$ cat src/hw/rtl/dsc_pkg.sv
`timescale 1ns / 1ps
package dsc_pkg;

    localparam int SAMPLE_W = 24;
    localparam int CFG_DW   = 64;
    localparam int ADDR_W   = 6;
    localparam int MUL_W    = 33;
    localparam int PROD_W   = 2 * MUL_W;
    localparam int WIDE_W   = 68;
    localparam int TANH_ENTRIES = 257;
    localparam int TIDX_W   = 8;
    localparam int TAB_W    = 24;

    typedef logic signed [WIDE_W-1:0] wide_t;
    typedef logic [TAB_W-1:0] tanh_tab_t [TANH_ENTRIES];

    // register map, index = paddr[5:3]
    localparam logic [2:0] REG_DRIVE_GAIN  = 3'd0;
    localparam logic [2:0] REG_OUTPUT_COMP = 3'd1;
    localparam logic [2:0] REG_BIAS_NOM    = 3'd2;
    localparam logic [2:0] REG_BIAS_COEFF  = 3'd3;
    localparam logic [2:0] REG_SHAPER_MODE = 3'd4;
    localparam logic [2:0] REG_STAGE_EN    = 3'd5;
    localparam logic [2:0] REG_PRE_SHELF   = 3'd6;
    localparam logic [2:0] REG_DE_SHELF    = 3'd7;

    localparam logic [1:0] MODE_BYPASS = 2'd0;
    localparam logic [1:0] MODE_EVEN   = 2'd1;
    localparam logic [1:0] MODE_CUBIC  = 2'd2;

    localparam int EN_TANH  = 0;
    localparam int EN_CLIP  = 1;
    localparam int EN_SHELF = 2;

    localparam logic [23:0] RST_DRIVE_GAIN  = 24'd65536;
    localparam logic [17:0] RST_OUTPUT_COMP = 18'd65536;
    localparam logic [15:0] RST_BIAS_COEFF  = 16'd65000;
    localparam logic [16:0] UNITY_Q16       = 17'd65536;

    localparam logic signed [MUL_W-1:0] K_035     = 33'sd5872026;
    localparam logic signed [MUL_W-1:0] K_THIRD   = 33'sd5592405;
    localparam logic signed [MUL_W-1:0] K_1P6     = 33'sd26843546;
    localparam logic signed [MUL_W-1:0] K_INV_T16 = 33'sd18203090;
    localparam logic signed [MUL_W-1:0] K_DC      = 33'sd16768827;

    typedef struct packed {
        logic        [23:0] drive_gain;
        logic        [17:0] output_comp;
        logic signed [23:0] bias_nominal;
        logic        [15:0] bias_coeff;
        logic        [1:0]  shaper_mode;
        logic        [2:0]  stage_en;
        logic        [59:0] pre_co;
        logic        [59:0] de_co;
    } cfg_t;

    typedef struct packed {
        logic idle;
        logic done;
    } seq_stat_t;

    function automatic wide_t rnd(input wide_t v, input int unsigned s);
        return (v + (wide_t'(1) <<< (s - 1))) >>> s;
    endfunction

    function automatic logic signed [31:0] sat32(input wide_t v);
        if (v > wide_t'(32'sh7FFF_FFFF)) return 32'sh7FFF_FFFF;
        if (v < wide_t'(32'sh8000_0000)) return 32'sh8000_0000;
        return 32'(v);
    endfunction

    function automatic logic signed [SAMPLE_W-1:0] sat24(input wide_t v);
        if (v > wide_t'(24'sh7F_FFFF)) return 24'sh7F_FFFF;
        if (v < wide_t'(24'sh80_0000)) return 24'sh80_0000;
        return 24'(v);
    endfunction

    function automatic logic signed [25:0] clamp_one(input wide_t v);
        if (v > wide_t'(26'sd16777216)) return 26'sd16777216;
        if (v < wide_t'(-26'sd16777216)) return -26'sd16777216;
        return 26'(v);
    endfunction

    function automatic logic signed [19:0] coef(input logic [59:0] co, input int unsigned k);
        return $signed(co[20*k +: 20]);
    endfunction

    // restoring long division, elaboration only
    function automatic logic [63:0] udiv(input logic [63:0] n, input logic [63:0] d);
        logic [63:0] q;
        logic [63:0] r;
        q = '0;
        r = '0;
        for (int b = 63; b >= 0; b--)
        begin
            r = {r[62:0], n[b]};
            if (r >= d)
            begin
                r = r - d;
                q[b] = 1'b1;
            end
        end
        return q;
    endfunction

    // tanh(i/32): series at i/16384, then nine doublings in Q0.30
    function automatic tanh_tab_t build_tanh_tab();
        tanh_tab_t tab;
        longint u;
        longint u2;
        longint u3;
        longint u5;
        longint t;
        longint den;
        longint half;
        half = longint'(1) <<< 29;
        for (int i = 0; i < TANH_ENTRIES; i++)
        begin
            u  = longint'(i) <<< 16;
            u2 = (u * u + half) >>> 30;
            u3 = (u2 * u + half) >>> 30;
            u5 = (u3 * u2 + half) >>> 30;
            t  = u - (u3 + 1) / 3 + (2 * u5 + 7) / 15;
            for (int k = 0; k < 9; k++)
            begin
                den = (longint'(1) <<< 30) + ((t * t + half) >>> 30);
                t = longint'(udiv(64'((t <<< 31) + (den >>> 1)), 64'(den)));
            end
            tab[i] = TAB_W'((t + 32) >>> 6);
        end
        return tab;
    endfunction

    localparam tanh_tab_t TANH_TAB = build_tanh_tab();

endpackage

$ cat src/hw/rtl/dsc_mul.sv
`timescale 1ns / 1ps
module dsc_mul import dsc_pkg::*; (
    input  logic                     clk,
    input  logic signed [MUL_W-1:0]  a,
    input  logic signed [MUL_W-1:0]  b,
    output logic signed [PROD_W-1:0] prod
);

    logic signed [PROD_W-1:0] prod_reg;

    assign prod = prod_reg;

    always_ff @(posedge clk)
    begin
        prod_reg <= a * b;
    end

endmodule

$ cat config.mk
export PLATFORM = sky130hd
export DESIGN_NAME = dsc_mul
export DESIGN_NICKNAME = d
export VERILOG_FILES = /design/src/hw/rtl/dsc_pkg.sv /design/src/hw/rtl/dsc_mul.sv
export SDC_FILE = /design/constraint.sdc
export NUM_CORES = 2
export LEC_CHECK = 0
export ABC_AREA = 1
export BUFFER_PORTS_ARGS = -buffer_cell sky130_fd_sc_hd__buf_2
export CAP_MARGIN = 10
export CORE_MARGIN = 3
export CORE_UTILIZATION = 57
export CTS_CLUSTER_SIZE = 40
export DETAILED_ROUTE_END_ITERATION = 6
export MAX_ROUTING_LAYER = met4
export PLACE_DENSITY = 0.81
export SLEW_MARGIN = 25
export SYNTH_ARGS = -nofsm -noshare
export SYNTH_HDL_FRONTEND = slang
export SYNTH_SLANG_ARGS = --single-unit
$ cat constraint.sdc
create_clock -name clk -period 8.5 [get_ports clk]
set_input_delay 1.275 -clock clk [delete_from_list [all_inputs] [get_ports clk]]
set_output_delay 1.275 -clock clk [all_outputs]
set_load 0.02 [all_outputs]
---- Yosys cells after proc, flatten, opt, wreduce, memory -nomap -nowiden ----
Index checks and enable logic that the tools add are counted.
word-level totals
  register bits ........................... 66
  input bits .............................. 67
  output and inout bits ................... 66
  word-level logic and storage cells ...... 2
operators by class
  multipliers ............................. 1
operator list
  cell              count
  $mul A33 B33 Y66  1

---- Longest topological paths before layout ----
  depth in word-level cells ............... 1
  mapped depth ............................ 34
  gate-level depth less buffers ........... 32

---- Least setup slack after synthesis ----
No wires, ideal clock.
  path kind ............................... input to register
  start ................................... in a[32]
  end ..................................... reg prod_reg[60], in the netlist prod[60]
  setup time .............................. 0.113 ns
  arrival time ............................ 7.918 ns
  required time ........................... 8.387 ns
  path slack .............................. 0.469 ns
  stages on the path ...................... 23
  path buffers ............................ 2
  path through ............................ clkbuf_1 clkbuf_1 nand2_1 inv_1 fa_1 fa_1 fa_1 fa_1 inv_1 fa_1 fa_1 fa_1 fa_1 inv_1 ha_1 nand2_1 nor2_1 inv_1 nor3_1 nand2_1 and2_0 nand4_1 nand2_1
on the way
  word-level cells in the longest chain between the ends .. 1
ends and longest elaborated chain
  what                    RTL line       source
  start: declaration      dsc_mul.sv:4   input logic signed [MUL_W-1:0] a,
  $mul A33 B33 Y66        dsc_mul.sv:15  prod_reg <= a * b;
  end signal: assignment  dsc_mul.sv:15
  end: declaration        dsc_mul.sv:9   logic signed [PROD_W-1:0] prod_reg;
No other way between the ends.

---- Worst setup path in the final report ----
  start ................................... in b[16]
  end ..................................... reg prod_reg[56], in the netlist prod[56]
on the way
  word-level cells in the longest chain between the ends .. 1
ends and longest elaborated chain
  what                RTL line       source
  start: declaration  dsc_mul.sv:5   input logic signed [MUL_W-1:0] b,
  $mul A33 B33 Y66    dsc_mul.sv:15
No other way between the ends.

==> run summary <==
### Placement
• dpl hpwl: 103000 um
• placer's final routability congestion estimate: 0.989
• IO Port Bufs: 132

### Drt
• router iterations before antenna repair: 6
• vias per cell: 5.16
• antenna-violating nets left: 0
• Post-route DRC: 0
• Via Count: 33643
• overall routed net length: 116000 um
• Wirelength per Cell: 17.8 um
• first-iteration detailed-routing DRC count: 2460

### Setup path
• Setup Crit Path Kind: in2reg
• Setup crit start kind: input port
• required time at the endpoint of the critical path: 8730 ps
• startpoint of the worst setup timing path: b[16]
• cell chain of the critical path: buf_2, nand2_1, inv_1, fa_1, inv_1, fa_1, fa_1, inv_1, fa_1, fa_1, fa_1, fa_1, inv_1, fa_1, inv_1, ha_1, nand2_1, nor2_1, nand2_1, nor2_1, nand3_1, nand4_1, nand2_1
• Top cell by count, worst path: sky130_fd_sc_hd__fa_1
• number of buffer and inverter stages on the critical path: 6
• Slowest Stage Delay on Critical Path: 570 ps
• Critical Path Sink Type: register
• cell type of the slowest stage on the worst timing path: sky130_fd_sc_hd__fa_1
• arrival time at the worst endpoint: 8320 ps
• biggest fanout along the worst timing path: 25
• delay-heaviest family, CP: adder cells

### GRT
• global routing usage summed across all routing layers: 32.1%
• vias in the first global route: 37502
• initial antenna violation count: 4
• maximum number of pins on one net before global-route repair: 34
• aggregate global routing overflow: 0
• first-pass GRT wire length: 192000 um

### STA
• maximum frequency from static timing analysis: 0.124 GHz
• post-route setup TNS: 0 ps
• part of the cycle the worst path needs: 95.2%
• time the worst path needs with I/O delays and setup: 8090 ps
• final hold slack: 1620 ps
• number of hold violations in the final report: 0
• number of max-slew violations in the final report: 0
• unrepaired setup endpoints after global routing: false
• Slew Limit Headroom: 42.0%
• pin slew with the least headroom to its limit: 870 ps
• setup violators final: 0

### Synth
• yosys synthesis warning count: 0
• number of standard cells after synthesis: 5543
• EDFF count, synth: 0
• Post-Synthesis Net Count: 6972
• count of state elements after synthesis: 66
• FFs w/ async S/R, synth: 0%
• number of distinct library cells after synthesis: 35
• share of the synthesized area in the top cell type: 53.1%
• most area-hungry cell type in the Yosys netlist: sky130_fd_sc_hd__fa_1
• Synth Cell Area: 43200 sq um
• Synth area leaders: sky130_fd_sc_hd__fa_1 53%, sky130_fd_sc_hd__inv_1 16%, sky130_fd_sc_hd__nand2_1 13%
• register area share after synthesis: 3.06%
• mean post-synth cell area: 7.79 sq um
• commonest register cell after synthesis: sky130_fd_sc_hd__dfxtp_1

### Clocking
• hold-fix buffer count after cts: 0
• number of clock sinks: 66
• H-tree Lvls: 3
• number of buffers on the longest clock path: 2
• cts bufs inserted: 9
• TritonCTS clock tree: done
• Root Buffer Master: sky130_fd_sc_hd__clkbuf_16
• clock slew at the register clock pins of the worst setup and hold paths: 70 ps

### Layout
• count of nets after finishing: 6978
• Filler cells: 6351
• fraction of layout instances using a drive strength above 1: 6.03%
• number of flip-flops under the largest register name: 66
• growth of design area from synthesis to finish: 5.14%

### Floorplan
• area of the die: 79100 sq um
• starting density of the core: 57.8%
• Floorplan Core Area: 74700 sq um
• Std-Cell Rows: 100
• # IOs: 133
• Die Y: 281 um
• Die Width: 281 um

### Min path
• launch instance of the worst min-delay path: a[0]
• worst hold path type: in2reg

### Status
• outcome: finished, final reports clean

### Run
• number of maximum-capacitance violations: 0

[metal layers]
layer	global-route usage [%]	up-vias	wire length (um)
met4	15.1	0	7110
met1	37.5	16740	42900
met5	-	-	0
met2	56.1	1492	58700
met3	2.97	407	7300
li1	-	15004	-
[synthesized netlist by cell type, types with 4 or more instances]
| cell | instances |
|---|---|
| sky130_fd_sc_hd__ha_1 | 217 |
| sky130_fd_sc_hd__nand4_1 | 19 |
| sky130_fd_sc_hd__nor3_1 | 7 |
| sky130_fd_sc_hd__dfxtp_1 | 66 |
| sky130_fd_sc_hd__xnor2_1 | 4 |
| sky130_fd_sc_hd__nand3_1 | 70 |
| sky130_fd_sc_hd__nor4_1 | 4 |
| sky130_fd_sc_hd__or2_2 | 5 |
| sky130_fd_sc_hd__fa_1 | 1145 |
| sky130_fd_sc_hd__inv_1 | 1894 |
| sky130_fd_sc_hd__nand2_1 | 1517 |
| sky130_fd_sc_hd__clkbuf_1 | 262 |
| sky130_fd_sc_hd__a21oi_1 | 61 |
| sky130_fd_sc_hd__xor2_1 | 37 |
| sky130_fd_sc_hd__o21bai_1 | 14 |
| sky130_fd_sc_hd__nor2_2 | 20 |
| sky130_fd_sc_hd__nand3_2 | 8 |
| sky130_fd_sc_hd__a21oi_2 | 4 |
| sky130_fd_sc_hd__nor2_1 | 131 |
| sky130_fd_sc_hd__o21ai_0 | 19 |
| sky130_fd_sc_hd__nand2_2 | 17 |
[tightest hold or removal path, delay by kind of cell]
family	cells	cell delay, ps
buffers and inverters	3	540
AND/OR/NAND/NOR	1	100
[area by class of cell]
class | count | area, sq um | share of cell area (%)
diodes | 4 | 10.0 | 0.0221
well taps | 969 | 1210 | 2.67
flip-flops and latches | 66 | 1320 | 2.91
multi-input cells | 3319 | 33800 | 74.4
clock inverters | 4 | 27.5 | 0.0606
repair buffers | 258 | 1700 | 3.74
clock buffers | 11 | 253 | 0.557
inverters | 1895 | 7110 | 15.7
[metrics by stage]
| step | setup slack [ps] | util [%] | instances | instance area (sq um) |
|---|---|---|---|---|
| floorplan | 469 | - | 5543 | 43200 |
| global placement | 113 | 60.4 | 6507 | 45100 |
| detailed placement | 103 | 60.4 | 6507 | 45100 |
| CTS | 468 | 60.7 | 6522 | 45400 |
| global route | 84.3 | 60.8 | 6525 | 45400 |
| finish | 410 | 60.8 | 6526 | 45400 |
[final timing paths]
check	to	slack, ps	cells after the start
setup / recovery	prod[56]	410	23
hold / removal	prod[0]	1620	4
[placed cells by master (no fill, tap or decap), types with 19 or more instances in the layout]
master / n
sky130_fd_sc_hd__inv_1: 1894
sky130_fd_sc_hd__nand2_1: 1517
sky130_fd_sc_hd__buf_4: 119
sky130_fd_sc_hd__nor2_1: 131
sky130_fd_sc_hd__ha_1: 217
sky130_fd_sc_hd__fa_1: 1144
sky130_fd_sc_hd__xor2_1: 37
sky130_fd_sc_hd__o21ai_0: 19
sky130_fd_sc_hd__buf_2: 130
sky130_fd_sc_hd__nand4_1: 19
sky130_fd_sc_hd__dfxtp_1: 66
sky130_fd_sc_hd__nand3_1: 70
sky130_fd_sc_hd__nor2_2: 20
sky130_fd_sc_hd__a21oi_1: 61
[kinds of logic after synthesis]
family,share of synthesized area (%)
AO/OA/AOI/OAI,1.38
XOR/XNOR,0.832
adder cells (fa/ha/maj),59.4
buffers and inverters,18.8
flip-flops,3.06
AND/OR/NAND/NOR,16.6
[what timing repair did]
action | in CTS | in global routing
setup endpoints to repair | 0 | 1
resized for setup | 0 | 2
setup buffers | 0 | 0
Power is not shown: default switching activity piles up to over one toggle a cycle in this logic, so the estimate is an artifact.
