File: config.mk
export PLATFORM = sky130hd
export DESIGN_NAME = dsc_regs
export DESIGN_NICKNAME = d
export VERILOG_FILES = /design/src/hw/rtl/dsc_pkg.sv /design/src/hw/rtl/dsc_regs.sv
export SDC_FILE = /design/constraint.sdc
export NUM_CORES = 1
export LEC_CHECK = 0
export ABC_AREA = 1
export BUFFER_PORTS_ARGS = -buffer_cell sky130_fd_sc_hd__buf_2
export CORE_ASPECT_RATIO = 1.75
export CORE_UTILIZATION = 50
export DETAILED_ROUTE_END_ITERATION = 7
export PLACE_DENSITY = 0.81
export SLEW_MARGIN = 20
export SYNTH_ARGS = -nofsm -noshare
export SYNTH_HDL_FRONTEND = slang
export SYNTH_SLANG_ARGS = --single-unit
File: constraint.sdc
create_clock -name clk -period 1.75 [get_ports clk]
set_input_delay 0.2625 -clock clk [delete_from_list [all_inputs] [get_ports clk]]
set_output_delay 0.2625 -clock clk [all_outputs]
set_load 0.02 [all_outputs]
File: src/hw/rtl/dsc_pkg.sv
`timescale 1ns / 1ps
package dsc_pkg;

    localparam int SAMPLE_W = 24;
    localparam int CFG_DW   = 64;
    localparam int ADDR_W   = 6;
    localparam int MUL_W    = 33;
    localparam int PROD_W   = 2 * MUL_W;
    localparam int WIDE_W   = 68;
    localparam int TANH_ENTRIES = 257;
    localparam int TIDX_W   = 8;
    localparam int TAB_W    = 24;

    typedef logic signed [WIDE_W-1:0] wide_t;
    typedef logic [TAB_W-1:0] tanh_tab_t [TANH_ENTRIES];

    // register map, index = paddr[5:3]
    localparam logic [2:0] REG_DRIVE_GAIN  = 3'd0;
    localparam logic [2:0] REG_OUTPUT_COMP = 3'd1;
    localparam logic [2:0] REG_BIAS_NOM    = 3'd2;
    localparam logic [2:0] REG_BIAS_COEFF  = 3'd3;
    localparam logic [2:0] REG_SHAPER_MODE = 3'd4;
    localparam logic [2:0] REG_STAGE_EN    = 3'd5;
    localparam logic [2:0] REG_PRE_SHELF   = 3'd6;
    localparam logic [2:0] REG_DE_SHELF    = 3'd7;

    localparam logic [1:0] MODE_BYPASS = 2'd0;
    localparam logic [1:0] MODE_EVEN   = 2'd1;
    localparam logic [1:0] MODE_CUBIC  = 2'd2;

    localparam int EN_TANH  = 0;
    localparam int EN_CLIP  = 1;
    localparam int EN_SHELF = 2;

    localparam logic [23:0] RST_DRIVE_GAIN  = 24'd65536;
    localparam logic [17:0] RST_OUTPUT_COMP = 18'd65536;
    localparam logic [15:0] RST_BIAS_COEFF  = 16'd65000;
    localparam logic [16:0] UNITY_Q16       = 17'd65536;

    localparam logic signed [MUL_W-1:0] K_035     = 33'sd5872026;
    localparam logic signed [MUL_W-1:0] K_THIRD   = 33'sd5592405;
    localparam logic signed [MUL_W-1:0] K_1P6     = 33'sd26843546;
    localparam logic signed [MUL_W-1:0] K_INV_T16 = 33'sd18203090;
    localparam logic signed [MUL_W-1:0] K_DC      = 33'sd16768827;

    typedef struct packed {
        logic        [23:0] drive_gain;
        logic        [17:0] output_comp;
        logic signed [23:0] bias_nominal;
        logic        [15:0] bias_coeff;
        logic        [1:0]  shaper_mode;
        logic        [2:0]  stage_en;
        logic        [59:0] pre_co;
        logic        [59:0] de_co;
    } cfg_t;

    typedef struct packed {
        logic idle;
        logic done;
    } seq_stat_t;

    function automatic wide_t rnd(input wide_t v, input int unsigned s);
        return (v + (wide_t'(1) <<< (s - 1))) >>> s;
    endfunction

    function automatic logic signed [31:0] sat32(input wide_t v);
        if (v > wide_t'(32'sh7FFF_FFFF)) return 32'sh7FFF_FFFF;
        if (v < wide_t'(32'sh8000_0000)) return 32'sh8000_0000;
        return 32'(v);
    endfunction

    function automatic logic signed [SAMPLE_W-1:0] sat24(input wide_t v);
        if (v > wide_t'(24'sh7F_FFFF)) return 24'sh7F_FFFF;
        if (v < wide_t'(24'sh80_0000)) return 24'sh80_0000;
        return 24'(v);
    endfunction

    function automatic logic signed [25:0] clamp_one(input wide_t v);
        if (v > wide_t'(26'sd16777216)) return 26'sd16777216;
        if (v < wide_t'(-26'sd16777216)) return -26'sd16777216;
        return 26'(v);
    endfunction

    function automatic logic signed [19:0] coef(input logic [59:0] co, input int unsigned k);
        return $signed(co[20*k +: 20]);
    endfunction

    // restoring long division, elaboration only
    function automatic logic [63:0] udiv(input logic [63:0] n, input logic [63:0] d);
        logic [63:0] q;
        logic [63:0] r;
        q = '0;
        r = '0;
        for (int b = 63; b >= 0; b--)
        begin
            r = {r[62:0], n[b]};
            if (r >= d)
            begin
                r = r - d;
                q[b] = 1'b1;
            end
        end
        return q;
    endfunction

    // tanh(i/32): series at i/16384, then nine doublings in Q0.30
    function automatic tanh_tab_t build_tanh_tab();
        tanh_tab_t tab;
        longint u;
        longint u2;
        longint u3;
        longint u5;
        longint t;
        longint den;
        longint half;
        half = longint'(1) <<< 29;
        for (int i = 0; i < TANH_ENTRIES; i++)
        begin
            u  = longint'(i) <<< 16;
            u2 = (u * u + half) >>> 30;
            u3 = (u2 * u + half) >>> 30;
            u5 = (u3 * u2 + half) >>> 30;
            t  = u - (u3 + 1) / 3 + (2 * u5 + 7) / 15;
            for (int k = 0; k < 9; k++)
            begin
                den = (longint'(1) <<< 30) + ((t * t + half) >>> 30);
                t = longint'(udiv(64'((t <<< 31) + (den >>> 1)), 64'(den)));
            end
            tab[i] = TAB_W'((t + 32) >>> 6);
        end
        return tab;
    endfunction

    localparam tanh_tab_t TANH_TAB = build_tanh_tab();

endpackage

File: src/hw/rtl/dsc_regs.sv
`timescale 1ns / 1ps
module dsc_regs import dsc_pkg::*; (
    input  logic              clk,
    input  logic              rst_n,
    input  logic              psel,
    input  logic              penable,
    input  logic              pwrite,
    input  logic [ADDR_W-1:0] paddr,
    input  logic [CFG_DW-1:0] pwdata,
    output logic [CFG_DW-1:0] prdata,
    output logic              pready,
    output cfg_t              cfg
);

    cfg_t       cfg_reg;
    logic [2:0] reg_idx;
    logic       wr_en;

    assign reg_idx = paddr[ADDR_W-1:3];
    assign wr_en   = psel & penable & pwrite;
    assign pready  = 1'b1;
    assign cfg     = cfg_reg;

    always_ff @(posedge clk or negedge rst_n)
    begin
        if (!rst_n)
        begin
            cfg_reg.drive_gain   <= RST_DRIVE_GAIN;
            cfg_reg.output_comp  <= RST_OUTPUT_COMP;
            cfg_reg.bias_nominal <= '0;
            cfg_reg.bias_coeff   <= RST_BIAS_COEFF;
            cfg_reg.shaper_mode  <= MODE_BYPASS;
            cfg_reg.stage_en     <= '0;
            cfg_reg.pre_co       <= '0;
            cfg_reg.de_co        <= '0;
        end
        else if (wr_en)
        begin
            unique case (reg_idx)
                REG_DRIVE_GAIN:  cfg_reg.drive_gain   <= pwdata[23:0];
                REG_OUTPUT_COMP: cfg_reg.output_comp  <= pwdata[17:0];
                REG_BIAS_NOM:    cfg_reg.bias_nominal <= $signed(pwdata[23:0]);
                REG_BIAS_COEFF:  cfg_reg.bias_coeff   <= pwdata[15:0];
                REG_SHAPER_MODE: cfg_reg.shaper_mode  <= pwdata[1:0];
                REG_STAGE_EN:    cfg_reg.stage_en     <= pwdata[2:0];
                REG_PRE_SHELF:   cfg_reg.pre_co       <= pwdata[59:0];
                REG_DE_SHELF:    cfg_reg.de_co        <= pwdata[59:0];
                default:         cfg_reg.stage_en     <= cfg_reg.stage_en;
            endcase
        end
    end

    always_comb
    begin
        unique case (reg_idx)
            REG_DRIVE_GAIN:  prdata = CFG_DW'(cfg_reg.drive_gain);
            REG_OUTPUT_COMP: prdata = CFG_DW'(cfg_reg.output_comp);
            REG_BIAS_NOM:    prdata = CFG_DW'($unsigned(cfg_reg.bias_nominal));
            REG_BIAS_COEFF:  prdata = CFG_DW'(cfg_reg.bias_coeff);
            REG_SHAPER_MODE: prdata = CFG_DW'(cfg_reg.shaper_mode);
            REG_STAGE_EN:    prdata = CFG_DW'(cfg_reg.stage_en);
            REG_PRE_SHELF:   prdata = CFG_DW'(cfg_reg.pre_co);
            REG_DE_SHELF:    prdata = CFG_DW'(cfg_reg.de_co);
            default:         prdata = '0;
        endcase
    end

endmodule

* After elaboration in Yosys (flattened, before gate mapping)
Index checks and enable logic that the tools add are counted.
Cells by class: equality and inequality tests 7, multiplexer cells 1, bitwise logic cells 2, reduce and logical (&&, ||, !) cells 9
Operator list (count):
- $pmux W64 S8 | 1
- $reduce_and A2 Y1 | 8
- $eq A3 B3 Y1 const B | 4
- $eq A3 B2 Y1 const B | 2
- $eq A3 B1 Y1 const B | 1
- $logic_not A3 Y1 | 1
- $and A1 B1 Y1 | 2
Storage, ports and cells: bits in registers 207, input port bits 75, output and inout port bits 272

* Longest topological paths before layout
Gate-level depths: netlist (run 1).
depth after elaboration 3, gate-level depth with buffers 8

* Worst setup path before layout (run 1)
OpenSTA, ideal clock, no wires.
path kind in2out, start point in paddr[4], end point out prdata[25], arrival 1402 ps, path slack 86 ps, stages 5, buffers on the path 3, path through buf_2 -> nand3_1 -> buf_2 -> clkbuf_1 -> o21ai_0
Between the ends: longest elaborated chain between the ends 2, elaborated cells on any way between the ends 9
Ends and longest elaborated chain:
- start: declaration | line dsc_regs.sv:8 | input logic [ADDR_W-1:0] paddr,
- $eq A3 B3 Y1 (tied with other cells) | line dsc_regs.sv:55 | unique case (reg_idx)
- $pmux W64 S8 (*) | line dsc_regs.sv:55
- end: declaration | line dsc_regs.sv:10 | output logic [CFG_DW-1:0] prdata,
Mark *: on every way between the ends. The rest lies on a longest branch, timed or not. The select of a mux whose other input is x is not followed.

* Final worst setup path (run 1)
start point reg cfg_reg, in the netlist cfg[130], end point out prdata[5]
Between the ends: longest elaborated chain between the ends 1
Ends and longest elaborated chain:
- start: declaration | line dsc_regs.sv:15 | cfg_t cfg_reg;
- $pmux W64 S8 | line dsc_regs.sv:55
No other way between the ends. The select of a mux whose other input is x is not followed.

==> results.tsv, run 1 <==
stage	metric	value	unit
clocking	CTS Sinks	207	
synth	Yosys reg bits	207	
placement	GP Congestion	0.8927	
layout	Area Growth Syn to Fin	34.66	%
power_and_ir_drop	highest ir drop seen on vdd	864.0	uV
power_and_ir_drop	power density cells	1203	nW/um^2
synth	most frequent cell after synthesis	nand2_1	
synth	post-synthesis sequential area ratio	55.87	%
synth	synthesized area	9300	um^2
floorplan	Die ar.	19170	um^2
timing	Hold Violations, Final	0	
global_routing	first-pass GRT wire length	46490	um
global_routing	Remaining Overflow, GRT	0	
layout	multi-input logic area	3408	um^2
timing	measured slew at the worst slew-check pin	578.5	ps
clocking	CTS HTree Levels	1	
placement	port bufs	334	
timing	fin crit share	99.97	%
timing	RSZ-0062 raised after global routing	true	
timing	Setup violations, final	0	
setup_path	crit path DAT	1490	ps
clocking	cts bufs inserted	19	
route	vias per inst	5.342	
floorplan	number of top-level pins	347	
synth	Synth Instances	1147	
global_routing	initial antenna violation count	1	
timing	clock skew	0	ps
synth	largest area contributor in the netlist	dfrtp_1	
floorplan	die height	182.4	um
synth	count of cell types in the netlist	23	
placement	worst slack, placed	10.43	ps
setup_path	Crit path required time	1490	ps
synth	ys async rst share	100.0	%
timing	Max Clk Rate	0.5716	GHz
setup_path	worst reg-to-reg setup slack	900	ps
setup_path	crit path kind	register to primary output	
synth	post-synth top area share	52.20	%
timing	worst rel slew slack	61.43	%
synth	syn_area_per_cell	8.108	um^2
global_routing	GRT Resource Usage Total	30.58	%
timing	setup_tns	0	ps
layout	register area	5197	um^2
global_routing	vias in the first global route	9132	
layout	max reg flops	207	
floorplan	core area	18140	um^2
synth	most instantiated cells after synthesis	nand2_1 (337), dfrtp_1 (194), o21ai_0 (176)	
route	WL/cell	17.02	um
placement	Placed Area	11530	um^2
setup_path	crit path capture type	primary output	
route	drt pass-1 iters	5	
synth	main area contributors after synthesis	dfrtp_1 (52%), nand2_1 (14%), o21ai_0 (9.5%), inv_1 (4.2%), dfstp_2 (3.7%)	
timing	Final WS setup	0.5160	ps
global_routing	largest net degree at the start of global routing	71	
synth	top_reg_cell synth	dfrtp_1	
route	DRC violations left	0	
layout	share of layout cells above drive strength 1	30.85	%
layout	final instance area	12520	um^2
outcome	run status	finished clean	
synth	Yosys Warn Count	0	
route	final WL	29810	um
timing	min cycle time layout	1749	ps
clocking	clk slew on worst S/H paths	60	ps
clocking	Clock Path Buffers	3	
floorplan	starting density of the core	51.28	%
route	number of routed nets with antenna violations	0	
clocking	CTS tree	done	
setup_path	Worst setup SP type	register	
route	Vias	9360	
route	First DRT Iteration DRCs	628	
placement	detailed-placement wirelength estimate	20480	um
timing	Slew Limit Fails	0	
clocking	worst-skew pair later-pin latency	470	ps
hold_path	Worst Hold Class	input pin to register	
layout	fill count	1417	
synth	EDFF count, synth	0	
setup_path	Max FO, Critical Path	2	
floorplan	Die X	105.1	um
floorplan	Site Rows	65	
job	MaxCap Viol Count	0	
clocking	root buf cell	clkbuf_16	
layout	nets@finish	1580	
power_and_ir_drop	leakage power	6.806	nW
[timing repair]
action | CTS | global route
cloned | 0 | 2
setup buffers | 4 | 9
endpoints found under the setup margin | 7 | 22
pin swaps | 3 | 12
gates resized for setup | 11 | 33
endpoints found under the hold margin | 54 | 0
hold buffers | 11 | 0
[critical path, cell delays in order (launching register included)]
cell and delay (ps):
dfstp_2 540, nand4_1 110, nand2_1 100, nor2_1 50
nand3_1 90, buf_6 130
[per-layer routing]
metal | GRT usage [%] | vias up | wire length [um]
li1 | - | 4386 | -
met1 | 34.89 | 4434 | 10900
met2 | 54.23 | 452 | 15460
met3 | 5.143 | 88 | 2050
met4 | 16.79 | 0 | 1394
met5 | 0 | - | 0
[through the flow]
| stage | power, mW | util (%) | hold slack, ps | cells |
|---|---|---|---|---|
| 5_1_grt | 15.81 | 69.04 | 2.261 | 1751 |
| 2_1_floorplan | 9.016 | - | -33.09 | 1150 |
| 3_5_place_dp | 10.91 | 63.58 | 301.6 | 1692 |
| 6_report | 15.06 | 69.05 | 11.04 | 1752 |
| 4_1_cts | 14.99 | 67.80 | 0.2589 | 1740 |
| 3_3_place_gp | 10.79 | 63.58 | 300.6 | 1692 |
[cell type report]
type / count / area share, %
inverters: 108 / 3.257
flip-flops and latches: 207 / 41.50
diodes: 1 / 0.01998
clock inverters: 3 / 0.1199
multi-input cells: 755 / 27.22
well taps: 234 / 2.338
clock buffers: 30 / 4.606
repair buffers: 414 / 20.94
[cell usage in the layout, fill, tap and decap left out]
cell type,synthesis,routed
nand2_1,337,335
buf_2,33,319
dfrtp_1,194,193
o21ai_0,176,175
inv_1,104,104
nor2_1,80,72
nand3_1,61,56
buf_4,7,51
nand4_1,48,48
o21ai_1,25,26
clkbuf_16,0,21
a21oi_1,17,17
buf_6,1,15
buf_12,0,15
dfstp_2,13,13
dlygate4sd3_1,0,11
nor2_2,0,7
clkbuf_8,0,7
nand3_2,1,5
conb_1,2,5
clkbuf_1,37,5
nand2_2,2,3
clkinv_2,0,3
inv_2,3,2
nor3_4,1,2
diode_2,0,1
inv_4,0,1
nand3_4,0,1
clkinv_1,1,1
nor3_1,1,1
nor2_4,0,1
nand2_4,0,1
dfrtp_2,0,1
[kinds of logic after synthesis]
family	share of synthesized area, %
simple gates	23.92
compound gates	11.73
flops	55.87
buf+inv	8.395
other cells	0.08075
[final timing paths]
path	start	cells after the start	end
min reg2reg	cfg[131]	2	cfg[131]
max reg2reg	cfg[140]	3	cfg[140]
min	pwdata[33]	3	cfg[93]
min in group asynchronous	rst_n	2	cfg[188]
max in group asynchronous	rst_n	3	cfg[199]
max	cfg[130]	5	prdata[5]
[power by group]
group / switching [mW] / leakage, nW / internal, mW
clock network: 1.74 / 0.295 / 2.26
registers: 0.759 / 2.55 / 5.79
logic: 2.98 / 3.96 / 1.53
total: 5.49 / 6.81 / 9.58
Power figures use the tool's default switching activity.
==> run 2: changes to the inputs <==
Settings changed: ABC_AREA 1 to 0.
==> run 2 against run 1 <==
Compared with the run above: the run now ends with setup timing left; global-route usage decreased by 3.4 points; sequential share of layout area fell by 0.92 points; register-to-register slack worse by 130 ps; power is 3.6% higher; critical path depth unchanged.
==> results.tsv, run 2 <==
stage	metric	value	unit	change
outcome	run status	complete, but fails checks		
outcome	failing checks	setup timing		
timing	Final WS setup	-124.8	ps	-125.3 ps
timing	fin crit share	107.1	%	+7.2 points
global_routing	first-pass GRT wire length	41080	um	-12%
layout	most common cell after layout, fill and taps aside	buf_2		
layout	Final Util	68.92	%	-0.14 points
route	number of routed nets with antenna violations	0		unchanged
layout	nets@finish	1143		-28%
clocking	worst-skew pair later-pin latency	490	ps	+20 ps
placement	Placed Area	11690	um^2	+1.3%
placement	detailed-placement wirelength estimate	18730	um	-8.5%
layout	most frequent cells in the layout	buf_2 (316), dfrtp_1 (194), mux2_2 (177), buf_4 (65)		
layout	fill count	1352		-4.6%
route	DR top layer	met4		
synth	top_reg_cell synth	dfrtp_1		
clocking	cts bufs inserted	19		unchanged
route	WL/cell	20.44	um	+20%
floorplan	die height	184.2	um	+0.96%
floorplan	starting density of the core	51.03	%	-0.25 points
layout	Area Growth Syn to Fin	35.05	%	
global_routing	initial antenna violation count	1		unchanged
synth	count of cell types in the netlist	38		+65%
synth	post-synthesis sequential area ratio	54.80	%	-1.1 points
clocking	Clock Path Buffers	3		unchanged
layout	final instance area	12800	um^2	+2.2%
timing	Max Clk Rate	0.5334	GHz	-6.7%
synth	EDFF count, synth	0		unchanged
layout	final std cells w/o fill	1320		-25%
setup_path	Worst setup SP type	register		
hold_path	Worst Hold Class	input pin to register		
route	metal3 WL	1444	um	-30%
synth	synthesized area	9482	um^2	+2.0%
synth	post-synth top area share	51.20	%	-1.0 points
timing	min cycle time layout	1875	ps	+125.3 ps
synth	main area contributors after synthesis	dfrtp_1 (51%), mux2_2 (21%), mux2i_1 (3.9%), dfstp_2 (3.6%), a22o_1 (3.4%)		
floorplan	number of top-level pins	347		unchanged
synth	ys async rst share	100.0	%	unchanged
floorplan	Die X	106.1	um	+0.95%
global_routing	vias in the first global route	7669		-16%
clocking	CTS tree	done		
synth	most frequent cell after synthesis	dfrtp_1		
clocking	clk slew on worst S/H paths	70	ps	about the same
layout	share of layout cells above drive strength 1	61.33	%	+30 points
power_and_ir_drop	leakage power	6.583	nW	-3.3%
setup_path	crit path kind	register to primary output		
timing	RSZ-0062 raised after global routing	true		
route	final WL	26990	um	-9.5%
global_routing	Remaining Overflow, GRT	0		unchanged
synth	Yosys reg bits	207		unchanged
timing	setup_tns	-1101	ps	-1101 ps
synth	Synth Instances	672		-41%
floorplan	Die ar.	19540	um^2	+1.9%
placement	port bufs	334		unchanged
timing	Setup violations, final	16		+16
job	MaxCap Viol Count	0		unchanged
timing	Slew Limit Fails	0		unchanged
route	DRC violations left	0		unchanged
global_routing	largest net degree at the start of global routing	55		-23%
timing	Hold Violations, Final	0		unchanged
floorplan	core area	18580	um^2	+2.4%
clocking	CTS Sinks	207		unchanged
route	First DRT Iteration DRCs	290		-54%
timing	clock skew	0	ps	unchanged
setup_path	crit path DAT	1610	ps	+120 ps
global_routing	GRT Resource Usage Total	27.23	%	-3.4 points
placement	DP Cell Count	1242		-27%
synth	most instantiated cells after synthesis	dfrtp_1 (194), mux2_2 (177), a22o_1 (37), mux2i_1 (37), nor2_1 (25)		
synth	Yosys Warn Count	0		unchanged
floorplan	Site Rows	66		+1.5%
setup_path	worst reg-to-reg setup slack	770	ps	-130 ps
synth	largest area contributor in the netlist	dfrtp_1		
route	drt pass-1 iters	5		unchanged
route	Vias	7388		-21%
route	wire length on met2	14460	um	-6.5%
power_and_ir_drop	power density cells	1219	nW/um^2	+1.3%
route	vias per inst	5.597		+4.8%
setup_path	crit path capture type	primary output		
setup_path	Max FO, Critical Path	2		unchanged
layout	max reg flops	207		unchanged
synth	syn_area_per_cell	14.11	um^2	+74%
clocking	CTS HTree Levels	1		unchanged
route	wl on met1	9725	um	-11%
power_and_ir_drop	highest ir drop seen on vdd	1088	uV	+26%
placement	GP Congestion	0.8373		-6.2%
clocking	root buf cell	clkbuf_16		
setup_path	Crit path required time	1490	ps	about the same
==> run 2: worst max-delay path: stages (launching register included) <==
cell      delay, ps
dfstp_2         530
mux2i_1          70
o21ai_1         170
a222oi_1         90
nor2_1          110
buf_4           160
==> run 2: power breakdown <==
part / switching (mW) / total (mW) / internal (mW)
combinational: 2.72 / 4.75 / 2.03
clock: 1.79 / 4.34 / 2.55
sequential: 0.750 / 6.52 / 5.77
==> run 2: final timing paths <==
kind | end | from | cells after the start
min in group asynchronous | cfg[68] | rst_n | 2
worst max-delay path | prdata[3] | cfg[128] | 5
worst max register to register | cfg[17] | cfg[17] | 3
max in group asynchronous | cfg[139] | rst_n | 3
worst min-delay path | cfg[91] | pwdata[31] | 2
worst min register to register | cfg[2] | cfg[2] | 1
==> run 2: cell type report <==
cell class | instances | area, um^2 | area share (%)
diodes | 1 | 2.502 | 0.01954
clock buffers | 26 | 521.8 | 4.075
clock inverters | 8 | 126.4 | 0.9869
inverters | 4 | 15.01 | 0.1173
multi-input cells | 415 | 3954 | 30.88
flip-flops and latches | 207 | 5196 | 40.58
well taps | 238 | 297.8 | 2.326
repair buffers | 421 | 2691 | 21.02
==> run 2: logic make-up (layout without fill, tap and decap cells) <==
kind of cell / Yosys count / after routing / share of synthesized area (%)
mux: 243 / 243 / 28.93
flops: 207 / 207 / 54.80
compound gates: 98 / 98 / 7.654
simple gates: 69 / 69 / 4.342
buf+inv: 53 / 459 / 4.196
other cells: 2 / 6 / 0.07921
==> run 2: through the flow <==
step	hold WS [ps]	power, mW	setup slack (ps)
2_1_floorplan	-33.09	9.157	49.67
3_3_place_gp	267.5	10.86	7.577
3_5_place_dp	270.7	11.01	-1.150
4_1_cts	0.7764	15.65	-177.1
5_1_grt	3.970	16.28	-212.3
6_report	17.27	15.60	-124.8
==> run 2: metal layers <==
layer,GRT usage [%],up-vias
met2,50.14,337
met4,15.39,0
met3,4.597,90
met1,29.10,3727
li1,-,3234
met5,0,-
==> run 2: repair_timing <==
action,CTS,global route
endpoints found under the hold margin,47,1
buffers inserted,28,3
setup endpoints to repair,18,55
resized for setup,33,9
gates cloned,0,0
hold buffers,11,1
pin swaps,31,14
